===== src/hw/rtl/igmp_host_report_timers_core_macros.svh =====
// ----------------------------------------------------------------------------
// IGMP host report timers - assertion macros
// Clocked assertion wrappers shared by the report timer RTL.
// ----------------------------------------------------------------------------
`ifndef IGMP_HOST_REPORT_TIMERS_CORE_MACROS_SVH
`define IGMP_HOST_REPORT_TIMERS_CORE_MACROS_SVH

// property checked on every rising clock edge outside reset
`define IGMP_HRT_ASSERT(lbl, prop, msg) \
  lbl: assert property (@(posedge clk_i) disable iff (!rst_ni) (prop)) else $error(msg);

// condition that must never be true outside reset
`define IGMP_HRT_NEVER(lbl, cond, msg) \
  `IGMP_HRT_ASSERT(lbl, !(cond), msg)

`endif


===== src/hw/rtl/igmp_hrt_pkg.sv =====
// ----------------------------------------------------------------------------
// IGMP host report timers - package
// Item types, message codes and helper functions of the report timer block.
// ----------------------------------------------------------------------------
`default_nettype none

package igmp_hrt_pkg;

  localparam int unsigned SLOT_LIMIT = 16;
  localparam int unsigned COUNT_W    = 5;
  localparam int unsigned TENTHS_W   = 9;
  localparam int unsigned CFG_IDX_W  = 8;
  localparam int unsigned CFG_DATA_W = 16;

  localparam logic [1:0] ACT_MSG  = 2'd0;
  localparam logic [1:0] ACT_TICK = 2'd1;
  localparam logic [1:0] ACT_LOAD = 2'd2;

  localparam logic [7:0] TYPE_QUERY     = 8'h11;
  localparam logic [7:0] TYPE_REPORT_V1 = 8'h12;
  localparam logic [7:0] TYPE_REPORT_V2 = 8'h16;

  localparam logic [31:0] ALL_HOSTS_ADDR = 32'hE000_0001;

  localparam logic [15:0] LFSR_SEED = 16'hACE1;
  localparam logic [15:0] LFSR_TAPS = 16'hB400;

  localparam logic [CFG_IDX_W-1:0] CFG_GROUP_COUNT     = 8'd0;
  localparam logic [CFG_IDX_W-1:0] CFG_V1_QUERIER_TICKS = 8'd1;
  localparam logic [CFG_IDX_W-1:0] CFG_V1_RESPONSE_SECS = 8'd2;

  localparam logic [COUNT_W-1:0] GROUP_COUNT_RST = 5'd0;
  localparam logic [9:0]         V1_TICKS_RST    = 10'd400;
  localparam logic [4:0]         V1_SECS_RST     = 5'd10;

  typedef struct packed {
    logic [1:0]  action;
    logic [7:0]  msg_type;
    logic [7:0]  max_resp_time;
    logic [31:0] group_addr;
    logic [31:0] dst_addr;
    logic [3:0]  entry_index;
  } igmp_in_t;

  typedef struct packed {
    logic [31:0] report_group;
    logic        report_v1;
    logic        last;
  } igmp_out_t;

  function automatic logic [15:0] lfsr_step(input logic [15:0] s);
    logic [15:0] r;
    r = {1'b0, s[15:1]};
    if (s[0]) begin
      r = r ^ LFSR_TAPS;
    end
    return r;
  endfunction

  // restoring division by ten, valid below 320
  function automatic logic [4:0] div10(input logic [TENTHS_W-1:0] x);
    logic [12:0] r;
    logic [12:0] dv;
    logic [4:0]  q;
    r = {4'b0, x};
    q = '0;
    for (int k = 4; k >= 0; k--) begin
      dv = 13'd10 << k;
      if (r >= dv) begin
        r    = r - dv;
        q[k] = 1'b1;
      end
    end
    return q;
  endfunction

endpackage

`default_nettype wire


===== src/hw/rtl/igmp_host_report_timers_core.sv =====
// ----------------------------------------------------------------------------
// IGMP host report timers - core
// IGMPv2 host membership report timers for a table of joined groups.
// ----------------------------------------------------------------------------
// A load item or an ignored message is taken in the idle state. A tick, a
// general query, a group query or a report walks the group and timer
// memories slot by slot (read the slot, then modify it and write it back),
// then releases the held final report; the walk holds while the result side
// stalls. Group-specific queries and reports stop at the first matching slot.
// The last report of an item is held back in a pending register so that it
// can carry the last flag.
`default_nettype none
`include "igmp_host_report_timers_core_macros.svh"

module igmp_host_report_timers_core
  import igmp_hrt_pkg::*;
#(
  parameter int unsigned MAX_GROUPS = 16
) (
  input  wire                   clk_i,
  input  wire                   rst_ni,
  input  wire                   cfg_valid_i,
  output logic                  cfg_ready_o,
  input  wire  [CFG_IDX_W-1:0]  cfg_index_i,
  input  wire  [CFG_DATA_W-1:0] cfg_data_i,
  input  wire                   in_valid_i,
  output logic                  in_ready_o,
  input  igmp_in_t              in_item_i,
  output logic                  out_valid_o,
  input  wire                   out_ready_i,
  output igmp_out_t             out_item_o
);

  localparam int unsigned DEPTH = (MAX_GROUPS < SLOT_LIMIT) ? MAX_GROUPS : SLOT_LIMIT;
  localparam int unsigned AW    = (DEPTH > 1) ? $clog2(DEPTH) : 1;
  localparam logic [COUNT_W-1:0] DEPTH_C = COUNT_W'(DEPTH);

  localparam logic [1:0] ST_IDLE  = 2'd0;
  localparam logic [1:0] ST_RD    = 2'd1;
  localparam logic [1:0] ST_PROC  = 2'd2;
  localparam logic [1:0] ST_FLUSH = 2'd3;

  localparam logic [1:0] OP_TICK   = 2'd0;
  localparam logic [1:0] OP_GQUERY = 2'd1;
  localparam logic [1:0] OP_SQUERY = 2'd2;
  localparam logic [1:0] OP_REPORT = 2'd3;

  logic [COUNT_W-1:0]  group_count_q;
  logic [9:0]          v1_ticks_q;
  logic [4:0]          v1_secs_q;

  logic [1:0]          state_q, state_d;
  logic [1:0]          op_q, op_d;
  logic [COUNT_W-1:0]  idx_q, idx_d;
  logic [COUNT_W-1:0]  n_q, n_d;
  logic [TENTHS_W-1:0] tenths_q, tenths_d;
  logic [31:0]         key_q, key_d;
  logic                present_q, present_d;
  logic [9:0]          count_q, count_d;
  logic [15:0]         lfsr_q, lfsr_d;
  logic                out_v_q, out_v_d;
  igmp_out_t           out_q, out_d;
  logic                pend_v_q, pend_v_d;
  igmp_out_t           pend_q, pend_d;

  logic [31:0]         grp_mem [DEPTH];
  logic [8:0]          tm_mem [DEPTH];
  logic [DEPTH-1:0]    tm_vld_q;
  logic [31:0]         grp_rd_q;
  logic [8:0]          tm_rd_q;
  logic                rd_vld_q;

  logic                rd_en;
  logic [AW-1:0]       ra;
  logic                grp_we;
  logic                tm_we;
  logic [AW-1:0]       wa;
  logic [8:0]          tm_wdata;

  logic [COUNT_W-1:0]  n_use;
  logic [7:0]          tm_val;
  logic                sent_val;
  logic                match;
  logic [11:0]         t10;
  logic                skip;
  logic [15:0]         lfsr_nx;
  logic [24:0]         prod;
  logic [4:0]          draw;
  logic                emit;
  logic                stall;
  logic                out_free;
  logic                walk;
  logic [TENTHS_W-1:0] v1_tenths;

  assign cfg_ready_o = 1'b1;
  assign in_ready_o  = (state_q == ST_IDLE);
  assign out_valid_o = out_v_q;
  assign out_item_o  = out_q;

  assign n_use     = (group_count_q > DEPTH_C) ? DEPTH_C : group_count_q;
  assign v1_tenths = ({4'b0, v1_secs_q} << 3) + ({4'b0, v1_secs_q} << 1);
  assign tm_val    = rd_vld_q ? tm_rd_q[7:0] : 8'd0;
  assign sent_val  = rd_vld_q ? tm_rd_q[8] : 1'b0;
  assign match     = (grp_rd_q == key_q);
  assign t10       = ({4'b0, tm_val} << 3) + ({4'b0, tm_val} << 1);
  assign skip      = (tm_val != 8'd0) && (t10 <= {3'b0, tenths_q});
  assign lfsr_nx   = lfsr_step(lfsr_q);
  assign prod      = {16'b0, tenths_q} * {9'b0, lfsr_nx};
  assign draw      = div10(prod[24:16]);
  assign out_free  = !out_v_q || out_ready_i;

  always_ff @(posedge clk_i or negedge rst_ni) begin
    if (!rst_ni) begin
      group_count_q <= GROUP_COUNT_RST;
      v1_ticks_q    <= V1_TICKS_RST;
      v1_secs_q     <= V1_SECS_RST;
    end else if (cfg_valid_i && cfg_ready_o) begin
      case (cfg_index_i)
        CFG_GROUP_COUNT:      group_count_q <= cfg_data_i[COUNT_W-1:0];
        CFG_V1_QUERIER_TICKS: v1_ticks_q    <= cfg_data_i[9:0];
        CFG_V1_RESPONSE_SECS: v1_secs_q     <= cfg_data_i[4:0];
        default: ;
      endcase
    end
  end

  always_comb begin
    state_d  = state_q;
    op_d     = op_q;
    idx_d    = idx_q;
    n_d      = n_q;
    tenths_d = tenths_q;
    key_d    = key_q;
    present_d = present_q;
    count_d  = count_q;
    lfsr_d   = lfsr_q;
    out_v_d  = out_v_q && !out_ready_i;
    out_d    = out_q;
    pend_v_d = pend_v_q;
    pend_d   = pend_q;
    rd_en    = 1'b0;
    ra       = idx_q[AW-1:0];
    grp_we   = 1'b0;
    tm_we    = 1'b0;
    wa       = idx_q[AW-1:0];
    tm_wdata = '0;
    emit     = 1'b0;
    stall    = 1'b0;
    walk     = 1'b0;

    case (state_q)
      ST_IDLE: begin
        if (in_valid_i) begin
          key_d    = in_item_i.group_addr;
          tenths_d = {1'b0, in_item_i.max_resp_time};
          case (in_item_i.action)
            ACT_MSG: begin
              if (in_item_i.msg_type == TYPE_QUERY) begin
                if (in_item_i.group_addr == 32'd0) begin
                  if (in_item_i.dst_addr == ALL_HOSTS_ADDR) begin
                    walk = 1'b1;
                    op_d = OP_GQUERY;
                    if (in_item_i.max_resp_time == 8'd0) begin
                      present_d = 1'b1;
                      count_d   = v1_ticks_q;
                      tenths_d  = v1_tenths;
                    end
                  end
                end else if (in_item_i.dst_addr == in_item_i.group_addr) begin
                  walk = 1'b1;
                  op_d = OP_SQUERY;
                end
              end else if (in_item_i.msg_type == TYPE_REPORT_V1 ||
                           in_item_i.msg_type == TYPE_REPORT_V2) begin
                if (in_item_i.dst_addr == in_item_i.group_addr) begin
                  walk = 1'b1;
                  op_d = OP_REPORT;
                end
              end
            end
            ACT_TICK: begin
              walk = 1'b1;
              op_d = OP_TICK;
              if (count_q != 10'd0) begin
                count_d = count_q - 10'd1;
                if (count_q == 10'd1) begin
                  present_d = 1'b0;
                end
              end
            end
            ACT_LOAD: begin
              if ({1'b0, in_item_i.entry_index} < DEPTH_C) begin
                grp_we   = 1'b1;
                tm_we    = 1'b1;
                wa       = in_item_i.entry_index[AW-1:0];
                tm_wdata = '0;
              end
            end
            default: ;
          endcase
          if (walk && n_use != '0) begin
            n_d     = n_use;
            idx_d   = '0;
            state_d = ST_RD;
          end
        end
      end

      ST_RD: begin
        rd_en   = 1'b1;
        state_d = ST_PROC;
      end

      ST_PROC: begin
        case (op_q)
          OP_TICK: begin
            if (tm_val != 8'd0) begin
              tm_we    = 1'b1;
              emit     = (tm_val == 8'd1);
              tm_wdata = {emit | sent_val, tm_val - 8'd1};
            end
          end
          OP_GQUERY, OP_SQUERY: begin
            if ((op_q == OP_GQUERY || match) && !skip) begin
              tm_we    = 1'b1;
              emit     = (draw == 5'd0);
              tm_wdata = {emit | sent_val, 3'b0, draw};
              lfsr_d   = lfsr_nx;
            end
          end
          OP_REPORT: begin
            if (match) begin
              tm_we    = 1'b1;
              tm_wdata = '0;
            end
          end
          default: ;
        endcase

        stall = emit && pend_v_q && !out_free;
        if (stall) begin
          tm_we  = 1'b0;
          lfsr_d = lfsr_q;
        end else begin
          if (emit) begin
            if (pend_v_q) begin
              out_v_d      = 1'b1;
              out_d        = pend_q;
              out_d.last   = 1'b0;
            end
            pend_v_d            = 1'b1;
            pend_d.report_group = grp_rd_q;
            pend_d.report_v1    = present_q;
            pend_d.last         = 1'b0;
          end
          if (idx_q == n_q - 5'd1 || (op_q != OP_TICK && op_q != OP_GQUERY && match)) begin
            state_d = ST_FLUSH;
          end else begin
            idx_d   = idx_q + 5'd1;
            state_d = ST_RD;
          end
        end
      end

      ST_FLUSH: begin
        if (!pend_v_q) begin
          state_d = ST_IDLE;
        end else if (out_free) begin
          out_v_d    = 1'b1;
          out_d      = pend_q;
          out_d.last = 1'b1;
          pend_v_d   = 1'b0;
          state_d    = ST_IDLE;
        end
      end

      default: state_d = ST_IDLE;
    endcase
  end

  always_ff @(posedge clk_i or negedge rst_ni) begin
    if (!rst_ni) begin
      state_q   <= ST_IDLE;
      op_q      <= OP_TICK;
      idx_q     <= '0;
      n_q       <= '0;
      present_q <= 1'b0;
      count_q   <= '0;
      lfsr_q    <= LFSR_SEED;
      out_v_q   <= 1'b0;
      pend_v_q  <= 1'b0;
    end else begin
      state_q   <= state_d;
      op_q      <= op_d;
      idx_q     <= idx_d;
      n_q       <= n_d;
      present_q <= present_d;
      count_q   <= count_d;
      lfsr_q    <= lfsr_d;
      out_v_q   <= out_v_d;
      pend_v_q  <= pend_v_d;
    end
  end

  always_ff @(posedge clk_i) begin
    tenths_q <= tenths_d;
    key_q    <= key_d;
    out_q    <= out_d;
    pend_q   <= pend_d;
  end

  always_ff @(posedge clk_i) begin
    if (grp_we) begin
      grp_mem[wa] <= in_item_i.group_addr;
    end
    if (rd_en) begin
      grp_rd_q <= grp_mem[ra];
    end
  end

  always_ff @(posedge clk_i) begin
    if (tm_we) begin
      tm_mem[wa] <= tm_wdata;
    end
    if (rd_en) begin
      tm_rd_q  <= tm_mem[ra];
      rd_vld_q <= tm_vld_q[ra];
    end
  end

  always_ff @(posedge clk_i or negedge rst_ni) begin
    if (!rst_ni) begin
      tm_vld_q <= '0;
    end else if (tm_we) begin
      tm_vld_q[wa] <= 1'b1;
    end
  end

  `IGMP_HRT_ASSERT(a_idle_no_pend, state_q == ST_IDLE |-> !pend_v_q,
                   "held report left over at item end")
  `IGMP_HRT_ASSERT(a_walk_in_range, state_q == ST_PROC |-> idx_q < n_q,
                   "walk index beyond slots in use")
  `IGMP_HRT_NEVER(a_lfsr_zero, lfsr_q == 16'd0, "random generator stuck at zero")
  `IGMP_HRT_NEVER(a_stall_write, stall && (tm_we || lfsr_d != lfsr_q),
                  "state changed while the result side stalls")

endmodule

`default_nettype wire

===== config.mk =====
export PLATFORM = sky130hd
export DESIGN_NAME = igmp_host_report_timers_core
export DESIGN_NICKNAME = d
export VERILOG_FILES = /design/src/hw/rtl/igmp_hrt_pkg.sv /design/src/hw/rtl/igmp_host_report_timers_core.sv
export VERILOG_INCLUDE_DIRS = /design/src /design/src/hw/rtl
export SDC_FILE = /design/constraint.sdc
export NUM_CORES = 1
export LEC_CHECK = 0
export BUFFER_PORTS_ARGS = -buffer_cell sky130_fd_sc_hd__buf_2
export CAP_MARGIN = 20
export CORE_UTILIZATION = 40
export CTS_CLUSTER_SIZE = 28
export DETAILED_ROUTE_END_ITERATION = 10
export GPL_ROUTABILITY_DRIVEN = 0
export SLEW_MARGIN = 20
export SYNTH_ARGS = -nofsm -noshare
export SYNTH_HDL_FRONTEND = slang
export SYNTH_SLANG_ARGS = --single-unit

===== constraint.sdc =====
create_clock -name clk_i -period 13 [get_ports clk_i]
set_input_delay 0.65 -clock clk_i [delete_from_list [all_inputs] [get_ports clk_i]]
set_output_delay 0.65 -clock clk_i [all_outputs]
set_load 0.005 [all_outputs]

Word-level counts from Yosys, hierarchy flattened
Memory sizes are Yosys's and may differ from the RTL's. A register that Yosys moved wholly into a read port is not among the register bits.
Index checks and enable logic that the tools add are counted.
Widths: inputs -> output; s select.
{ "op_classes": {"n_addsub": 10, "mul": 1, "div": 0, "n_lt_le_gt_ge": 10, "n_eq_ne": 39, "shift": 0, "mux": 104, "bitwise_logic": 5, "reduce_logical": 47} }
{ "ops": {"columns": ["cell", "n"], "rows": [
  ["$mux 34", 5],
  ["$pmux 34 s2", 1],
  ["$eq 32x32->1", 2],
  ["$mux 13", 4],
  ["$mux 10", 5],
  ["$mux 8", 6],
  ["$mux 1", 45],
  ["$eq 32x32->1 const B", 1],
  ["$logic_not 32->1", 1],
  ["$mux 9", 3],
  ["$pmux 9 s3", 1],
  ["$ne 2x2->1 const B", 13],
  ["$mul 9x16->25", 1],
  ["$mux 5", 5],
  ["$eq 8x5->1 const B", 3],
  ["$mux 2", 12],
  ["$pmux 10 s2", 1],
  ["$eq 8x1->1 const B", 2],
  ["$logic_not 8->1", 2],
  ["$mux 16", 1],
  ["$or 16x16->16", 1],
  ["$ge 13x4->1 const B", 1],
  ["$ge 13x5->1 const B", 1],
  ["$ge 13x6->1 const B", 1],
  ["53 further kinds", 98]
]} }
{ "word_totals": {"reg_bits": 188, "latchBits": 0, "mem_bits_rw": 656, "romBits": 0, "in_bits": 115, "mem_count": 2} }
{ "memory_table": {"columns": ["memory", "words", "word_bits", "read_ports", "rd_ports_with_merged_regs", "write_ports", "line", "rtl"], "rows": [
  ["grp_mem", 16, 32, 1, 1, 1, "igmp_host_report_timers_core.sv:66", "logic [31:0] grp_mem [DEPTH];"],
  ["tm_mem", 16, 9, 1, 1, 1, "igmp_host_report_timers_core.sv:67", "logic [8:0] tm_mem [DEPTH];"]
]} }

Longest topological paths before layout
Gate-level depths: netlist (run 1).
{ "logic_depth": {"depth_word": 23, "ltp_mapped": 35} }

Least setup slack after synthesis (run 1)
Ideal clock, no wire load.
{ "synth_path": {"kind": "register to register", "start": "reg lfsr_q[0]", "end": "reg pend_q[10] (netlist name) (enable)", "setup_ns": 0.464, "t_arrival_ns": 9.326, "path_slack_ns": 3.210, "stages_incl_launch_ff": 30, "n_path_buf": 0, "synth_period_minus_slack_ns": 9.790, "path_cell_list": "dfstp_2 xor2_1 nand2_1 fa_1 inv_1 fa_1 fa_1 inv_1 fa_1 inv_1 ha_1 and2_1 a221o_1 a21oi_2 o21a_1 o211ai_2 ha_1 or4_1 nand3_2 nand2_2 xnor2_2 inv_1 ha_1 inv_1 a211o_1 a31oi_1 a21o_1 and3_1 a31oi_1 nor3_1"} }
{ "synth_via": {"elab_chain_cells": 20, "elab_cells_between_ends": 28, "classes_between": "4 x add/sub; 1 x mul; 5 x order compare; 13 x mux; 1 x bitwise; 4 x reduce/logical"} }
{ "synth_lines": {"columns": ["item", "line", "rtl"], "rows": [
  ["from (decl)", "igmp_host_report_timers_core.sv:60", "logic [15:0] lfsr_q, lfsr_d;"],
  ["from (signal assigned)", "igmp_host_report_timers_core.sv:299", "lfsr_q <= lfsr_d;"],
  ["$mux 16 *", "igmp_hrt_pkg.sv:54", "if (s[0]) begin"],
  ["$mul 9x16->25 *", "igmp_host_report_timers_core.sv:108", "assign prod = {16'b0, tenths_q} * {9'b0, lfsr_nx};"],
  ["$sub 9x8->10 or $ge 9x8->1 (tied branches)", "igmp_hrt_pkg.sv:70, igmp_hrt_pkg.sv:69", null],
  ["$mux 13", "igmp_hrt_pkg.sv:69", "if (r >= dv) begin"],
  ["$sub 13x7->13 or $ge 13x7->1 (tied branches)", "igmp_hrt_pkg.sv:70, igmp_hrt_pkg.sv:69", null],
  ["$mux 13", "igmp_hrt_pkg.sv:69", null],
  ["$sub 13x6->13 or $ge 13x6->1 (tied branches)", "igmp_hrt_pkg.sv:70, igmp_hrt_pkg.sv:69", null],
  ["$mux 13", "igmp_hrt_pkg.sv:69", null],
  ["(+3 left out)", null, null],
  ["$mux 1", "igmp_hrt_pkg.sv:69", null],
  ["$logic_not 5->1 *", "igmp_host_report_timers_core.sv:226", "emit = (draw == 5'd0);"],
  ["$mux 1 *", "igmp_host_report_timers_core.sv:224", "if ((op_q == OP_GQUERY || match) && !skip) begin"],
  ["$pmux 1 s2 *", "igmp_host_report_timers_core.sv:215", "case (op_q)"],
  ["$mux 1 *", "igmp_host_report_timers_core.sv:151", "case (state_q)"],
  ["$logic_and 1x1->1 (2 in series)", "igmp_host_report_timers_core.sv:240", "stall = emit && pend_v_q && !out_free;"],
  ["$not 1->1 (no line)", null, null],
  ["$reduce_and 3->1 (no line) *", null, null],
  ["to (signal assigned)", "igmp_host_report_timers_core.sv:309", "pend_q <= pend_d;"],
  ["to (decl)", "igmp_host_report_timers_core.sv:64", "igmp_out_t pend_q, pend_d;"]
]} }
Every way passes the cells marked *; elsewhere a longest branch is shown, timed or not. The select of a mux whose other input is x is not followed.
A chain may end at the register's enable or synchronous reset.

Worst setup path after layout (run 1)
{ "layout_path": {"start": "reg lfsr_q[0]", "end": "mem tm_mem[4][1] (enable)"} }
{ "layout_via": {"elab_chain_cells": 22, "elab_cells_between_ends": 30, "classes_between": "4 x add/sub; 1 x mul; 5 x order compare; 17 x mux; 3 x reduce/logical"} }
{ "layout_lines": {"columns": ["item", "line", "rtl"], "rows": [
  ["$mux 16 *", "igmp_hrt_pkg.sv:54", null],
  ["$mul 9x16->25 *", "igmp_host_report_timers_core.sv:108", null],
  ["$sub 9x8->10 or $ge 9x8->1 (tied branches)", "igmp_hrt_pkg.sv:70, igmp_hrt_pkg.sv:69", null],
  ["$mux 13", "igmp_hrt_pkg.sv:69", null],
  ["$sub 13x7->13 or $ge 13x7->1 (tied branches)", "igmp_hrt_pkg.sv:70, igmp_hrt_pkg.sv:69", null],
  ["$mux 13", "igmp_hrt_pkg.sv:69", null],
  ["$sub 13x6->13 or $ge 13x6->1 (tied branches)", "igmp_hrt_pkg.sv:70, igmp_hrt_pkg.sv:69", null],
  ["$mux 13", "igmp_hrt_pkg.sv:69", null],
  ["(+5 left out)", null, null],
  ["$mux 1 *", "igmp_host_report_timers_core.sv:224", null],
  ["$pmux 1 s2 *", "igmp_host_report_timers_core.sv:215", null],
  ["$mux 1 *", "igmp_host_report_timers_core.sv:151", null],
  ["$logic_and 1x1->1 * (2 in series)", "igmp_host_report_timers_core.sv:240", null],
  ["$mux 1 *", "igmp_host_report_timers_core.sv:241", "if (stall) begin"],
  ["$pmux 1 s2 *", "igmp_host_report_timers_core.sv:151", null],
  ["$mux 1 *", "igmp_host_report_timers_core.sv:322", "if (tm_we) begin"],
  ["$mux 1 (not written as such) *", "igmp_host_report_timers_core.sv:323", "tm_mem[wa] <= tm_wdata;"],
  ["to (decl)", "igmp_host_report_timers_core.sv:67", null]
]} }
Marks and branches as above.

==> metrics.md, run 1 <==
| Metric | Value |
|---|---|
| Outcome | completed |
| CTS hold repair buffers | 1 |
| Initial DRC count | 1825 |
| Maximum fanout along the worst path | 14 |
| Comb pwr share | between 10% and 20% |
| Overflow after GRT | 0 |
| Post-CTS Setup Bufs | 0 |
| Hold_sp | in_item_i[68] |
| Critical path's most frequent cell | inv_1 |
| Synth top area cells | edfxtp_1, mux4_2, fa_1 |
| Max incr delay on CP | between 0.9 and 1 ns |
| Area leader, netlist | edfxtp_1 |
| Number of global-route vias before repair | ~23k |
| Final worst path period need | between 10 and 15 ns |
| Detailed Route WL | 98040 µm |
| Sw power | 1.741 mW |
| Setup TNS | 0 ns |
| DRT Pass-1 Iters | 8 |
| Clock sink total | around 870 |
| Setup crit start | lfsr_q[0]$_DFFE_PN1P_ |
| Worst setup SP type | register |
| Syn_area_per_cell | 16.64 µm² |
| Setup Skew | 0.05046 ns |
| Nets | approximately 2.8k |
| Top cell type's share of synthesized area | around three fifths |
| Total Power | approximately 6.8 mW |
| Die X-Extent | about 320 µm |
| Slowest cell on the critical path | a21oi_1 |
| Final Hold Vio Count | 0 |
| Layout Area Growth over Synthesis | 13.03% |
| Port Buffers | roughly 140 |
| Crit path max-delay family | compound AO/OA/AOI/OAI gates |
| Synth Flop Type | edfxtp_1 |
| Die Area | just over 100000 µm² |
| Netlist cell types | 88 |
| Syn_nets | 2678 |
| Hold Path Class | in2reg |
| Synth cell count leaders | edfxtp_1, mux4_2, inv_1, nand2_1, and2_1 |
| GR Util All Layers | just under 20% |
| Clk slew on worst S/H paths | 0.06 ns |
| Max VDD drop | about 0.15 mV |
| Number of synthesized flops with an enable pin | between 700 and 800 |
| Post-cts sizing count | 0 |
| Ys async rst share | under 10% |
| Setup Viol. Count Final | 0 |
| Static Leak | 15.81 nW |
| Die Height | approximately 320 µm |
| Max Cap Viol | 0 |
| Actual slew at the worst max-slew pin | around 1.1 ns |
| WS Path Type | reg2reg |
| Post-Synthesis Cells | roughly 2.4k |
| Fmax | a little over 90 MHz |
| CTS buffer count | between 80 and 90 |
| Worst path buffer plus inverter count | 5 |
| Pins over their slew limit | 0 |
| Internal Pwr Total | between 5 and 6 mW |
| Syn. warnings | 0 |
| Vias per cell | roughly 5.7 |
| CP required | between 10 and 15 ns |
| Post-route DRC | 0 |
| Seq pwr share | 47.6% |
| Initial cell density of the core | roughly two fifths |
| Slew headroom | 26.37% |
| PnR worst setup slack | ~2.2 ns |
| H-tree depth | 3 |
| Seq cells post-synth | around 870 |
| Row Count | between 100 and 150 |
| Pin count of the biggest net entering global routing | 132 |
| RSZ-0062 raised after global routing | false |
| Top Ports | between 150 and 200 |
| Root Driver | clkbuf_16 |
| Final Hold Slack | around 0.23 ns |
| Switching share of power | about 25% |
| Fin crit share | between 80% and 90% |
| Setup crit end kind | register |
| Antenna-violating nets left | 0 |
| Setup slack at placement | 2.378 ns |
| Initial antenna violation count | 10 |
| First-pass GRT wire length | about 150000 µm |
| Core area | 98420 µm² |
| CP arrival | roughly 11 ns |
| Share of layout cells above drive strength 1 | 22.79% |
| Wire per inst | between 20 and 30 µm |
| Clock power share | 35.5% |
| Reg2reg start | lfsr_q[0]$_DFFE_PN1P_ |
| Clock latency on the worst-skew pair | about 0.66 ns |
| Clock Tree Buf Depth | 3 |
| Final Core Density | between 40% and 50% |
| PwrDens | roughly 150 nW/µm² |
| DP HPWL | ~60000 µm |
| Most common cell in the netlist | edfxtp_1 |
| Sequential area share after synthesis | 64.54% |
| Mapped Area | about 40000 µm² |
| FILL cells | approximately 8.5k |
| Via count | about 22k |
| TritonCTS clock tree | built |
layout make-up:
type | instances | area, µm² | area share, %
diodes | 1 | 2.502 | 0.005563
clock buffers | 113 | 2338 | 5.199
clock inverters | 49 | 457.9 | 1.018
inverters | 157 | 589.3 | 1.310
multi-input cells | 1261 | 13270 | 29.49
flip-flops and latches | 868 | 25700 | 57.13
well taps | 1287 | 1610 | 3.580
repair buffers | 180 | 1021 | 2.270
placed cells by master (no fill, tap or decap), types with 21 or more instances in the layout:
| cell type | instances |
|---|---|
| clkbuf_1 | 23 |
| inv_1 | 154 |
| o21ai_0 | 54 |
| a21oi_1 | 51 |
| nand2_1 | 130 |
| fa_1 | 100 |
| mux4_2 | 205 |
| buf_4 | 34 |
| xor2_1 | 77 |
| mux2_2 | 30 |
| nor4_1 | 39 |
| buf_2 | 143 |
| and2_1 | 102 |
| ha_1 | 72 |
| nor3_1 | 21 |
| edfxtp_1 | 789 |
| nor2_1 | 71 |
| nand3_1 | 23 |
| dfrtp_1 | 62 |
| clkbuf_16 | 90 |
| clkinv_1 | 22 |
| a21o_1 | 21 |
cell families after synthesis:
kind of cell	after synthesis	synth area share (%)
compound gates	257	4.389
xor+xnor	96	2.150
fa+ha+maj	172	7.294
buf+inv	262	2.543
flops	868	64.54
mux	246	12.76
other cells	1	0.009423
simple gates	489	6.313
through the flow:
step / std cells / cell area [µm²]
after floorplan: 2391 / 39800
after global placement: 3752 / 42130
after detailed placement: 3752 / 42140
after CTS: 3915 / 44950
after global routing: 3915 / 44980
final: 3916 / 44980
worst paths after layout:
kind / slack, ns / depth (start not counted) / to
max: 2.25 / 30 / tm_mem[4][1]$_DFFE_PP_
min: 0.23 / 1 / tenths_q[0]$_DFFE_PP_
max reg2reg: 2.25 / 30 / tm_mem[4][1]$_DFFE_PP_
min reg2reg: 0.42 / 0 / out_item_o[1]$_DFFE_PP_
max in group asynchronous: 11.34 / 3 / idx_q[2]$_DFFE_PN0P_
min in group asynchronous: 0.39 / 2 / v1_secs_q[2]$_DFFE_PN0P_
sequential cells by signal (all words and copies together), names as in the netlist, 2 cells and up:
register       cells
count_q           10
group_count_q      5
grp_mem          512
grp_rd_q          32
idx_q              5
key_q             32
lfsr_q            16
n_q                5
op_q               2
out_item_o        34
pend_q            33
state_q            2
tenths_q           9
tm_mem           128
tm_rd_q            8
tm_vld_q          16
v1_secs_q          5
v1_ticks_q        10
routing by layer:
metal,part of all wire (%),up-vias,GRT usage (%),wire (µm)
met5,0.056,-,0,55
met4,2.3,10,5.146,2286
met3,5.4,160,2.910,5291
met2,50,739,33.62,49400
met1,42,11755,26.01,41000
li1,-,9518,-,-
power by group through the flow:
stage	Sequential (mW)	Combinational, mW	Clock [mW]
6_report	3.26	1.16	2.43
3_3_place_gp	3.31	1.15	0
4_1_cts	3.26	1.18	2.48
5_1_grt	3.27	1.25	2.58
3_5_place_dp	3.32	1.17	0
2_1_floorplan	3.23	0.917	0
Power figures use the tool's default switching activity.
==> run 2: changes to the inputs <==
==> constraint.sdc (replaced) <==
create_clock -name clk_i -period 8.9 [get_ports clk_i]
set_input_delay 0.445 -clock clk_i [delete_from_list [all_inputs] [get_ports clk_i]]
set_output_delay 0.445 -clock clk_i [all_outputs]
set_load 0.005 [all_outputs]
==> metrics.md, run 2 (synthesized netlist as in run 1, its figures left out) <==
| Metric | Value |
|---|---|
| Max Cap Viol | 0 |
| RSZ-0062 raised after global routing | false |
| Antenna-violating nets left | 0 |
| GR met2 Demand/Resource | about a third |
| Sw power | around 2.6 mW |
| DRT Pass-1 Iters | 5 |
| First-pass GRT wire length | ~150000 µm |
| Clock Tree Buf Depth | 3 |
| Most common cell after layout, fill and taps aside | edfxtp_1 |
| Pins over their slew limit | 0 |
| Die X-Extent | 317.4 µm |
| Static Leak | 16.14 nW |
| GR Layer Usage met3 | approximately 3.2% |
| Setup TNS | 0 ns |
| Nets | between 2k and 3k |
| Top reg by flops | grp_mem |
| Switching share of power | about 26% |
| Actual slew at the worst max-slew pin | between 1 and 1.5 ns |
| Max incr delay on CP | roughly 0.64 ns |
| Clk slew on worst S/H paths | about 0.060 ns |
| Fmax | about 120 MHz |
| H-tree depth | 3 |
| FILL cells | roughly 8.5k |
| Max FFs per register | 512 |
| Post-route DRC | 0 |
| Total Power | between 10 and 15 mW |
| CP arrival | about 9.0 ns |
| Slowest cell on the critical path | dfstp_2 |
| Outcome | completed |
| Overflow after GRT | 0 |
| Hold Path Class | in2reg |
| Die Area | between 100000 and 150000 µm² |
| Setup Viol. Count Final | 0 |
| Top Ports | between 150 and 200 |
| Met1 Usage GRT | between 20% and 30% |
| Die Height | about 320 µm |
| Final worst path period need | around 8.5 ns |
| Slew headroom | 28.18% |
| Initial cell density of the core | approximately two fifths |
| Seq pwr share | a little under half |
| Comb pwr share | between 15 and 20% |
| Fin crit share | a little over nine tenths |
| Gr busiest metal | met2 |
| Via count | 22.34k |
| Share of layout cells above drive strength 1 | roughly 25% |
| Final Hold Vio Count | 0 |
| Detailed Route WL | 98700 µm |
| Clock sink total | ~870 |
| Number of global-route vias before repair | 23.35k |
| Worst setup SP type | register |
| Initial DRC count | 2082 |
| Internal Pwr Total | 7.617 mW |
| Setup crit end kind | register |
| Pin count of the biggest net entering global routing | 69 |
| Wire per inst | approximately 25 µm |
| Root Driver | clkbuf_16 |
| WS Path Type | reg2reg |
| CP required | 9.39 ns |
| Layout Area Growth over Synthesis | 14.39% |
| Row Count | 115 |
| Clock power share | roughly 37% |
| Critical path's most frequent cell | inv_1 |
| CTS buffer count | between 90 and 100 |
| TritonCTS clock tree | built |
| PwrDens | ~220 nW/µm² |
| Maximum fanout along the worst path | 14 |
| Port Buffers | 144 |
| DP HPWL | approximately 60000 µm |
| Max VDD drop | 0.1839 mV |
| Vias per cell | between 5 and 6 |
| Highest-count cells in the layout ignoring fill and taps | edfxtp_1, mux4_2, inv_1 |
| GR Util All Layers | around a fifth |
| Setup Skew | between 0.06 and 0.07 ns |
| Initial antenna violation count | 11 |
| Core area | around 100000 µm² |
| Clock latency on the worst-skew pair | 0.68 ns |
==> run 2: final cells by class <==
cell class              count  area, µm²  share of cell area, %
diodes                      4      10.01                0.02199
inverters                 157      589.3                  1.294
flip-flops and latches    868      25700                  56.45
repair buffers            221       1354                  2.974
clock inverters            54      585.6                  1.286
well taps                1287       1610                  3.537
clock buffers             114       2405                  5.282
multi-input cells        1261      13270                  29.15
==> run 2: layer usage <==
layer,wire [µm],up-vias,share of wire (%)
li1,-,9610,-
met1,41080,11828,42
met2,50000,747,51
met3,5466,147,5.5
met4,2106,8,2.1
met5,43,-,0.044
==> run 2: metrics by stage <==
step	util [%]	area, µm²	setup WS [ns]	hold slack, ns	cells
6_report	46.26	45520	0.4391	0.05144	3966
3_3_place_gp	43.12	42440	0.3212	0.2930	3791
4_1_cts	46.17	45440	0.2770	0.01936	3960
5_1_grt	46.26	45520	0.01744	0.02532	3966
3_5_place_dp	43.12	42440	0.3317	0.2986	3791
2_1_floorplan	-	39800	0.09977	0.1494	2391
==> run 2: critical path, delay by kind of cell, from the launching register on <==
family	cells	cell delay, ns
XOR/XNOR	2	0.33
AND/OR/NAND/NOR	6	1.12
multiplexers	1	0.31
AO/OA/AOI/OAI	9	2.07
buffers and inverters	8	0.95
flip-flops	1	0.64
adder cells (fa/ha/maj)	7	2.91
==> run 2: worst paths after layout <==
check / from / end / slack, ns / cells after the start
min in group asynchronous: rst_ni / v1_secs_q[4]$_DFFE_PN0P_ / 0.18 / 2
worst min register to register: pend_q[2]$_DFFE_PP_ / out_item_o[2]$_DFFE_PP_ / 0.40 / 0
worst max-delay path: lfsr_q[0]$_DFFE_PN1P_ / idx_q[3]$_DFFE_PN0P_ / 0.44 / 33
worst max register to register: lfsr_q[0]$_DFFE_PN1P_ / idx_q[3]$_DFFE_PN0P_ / 0.44 / 33
max in group asynchronous: rst_ni / idx_q[2]$_DFFE_PN0P_ / 7.44 / 3
worst min-delay path: cfg_data_i[7] / v1_ticks_q[7]$_DFFE_PN1P_ / 0.05 / 2
==> run 2: power by group through the flow <==
stage / Sequential [mW] / Combinational, mW / Clock, mW
after CTS: 4.78 / 1.72 / 3.83
after global routing: 4.79 / 1.82 / 3.98
after floorplan: 4.72 / 1.34 / 0
after detailed placement: 4.86 / 1.71 / 0
after global placement: 4.86 / 1.69 / 0
final: 4.77 / 1.70 / 3.76
==> run 2: timing repair <==
action / CTS / global route
resized for setup: 0 / 9
endpoints found under the hold margin: 11 / 0
setup buffers: 0 / 2
hold buffers: 1 / 0
setup endpoints to repair: 0 / 272
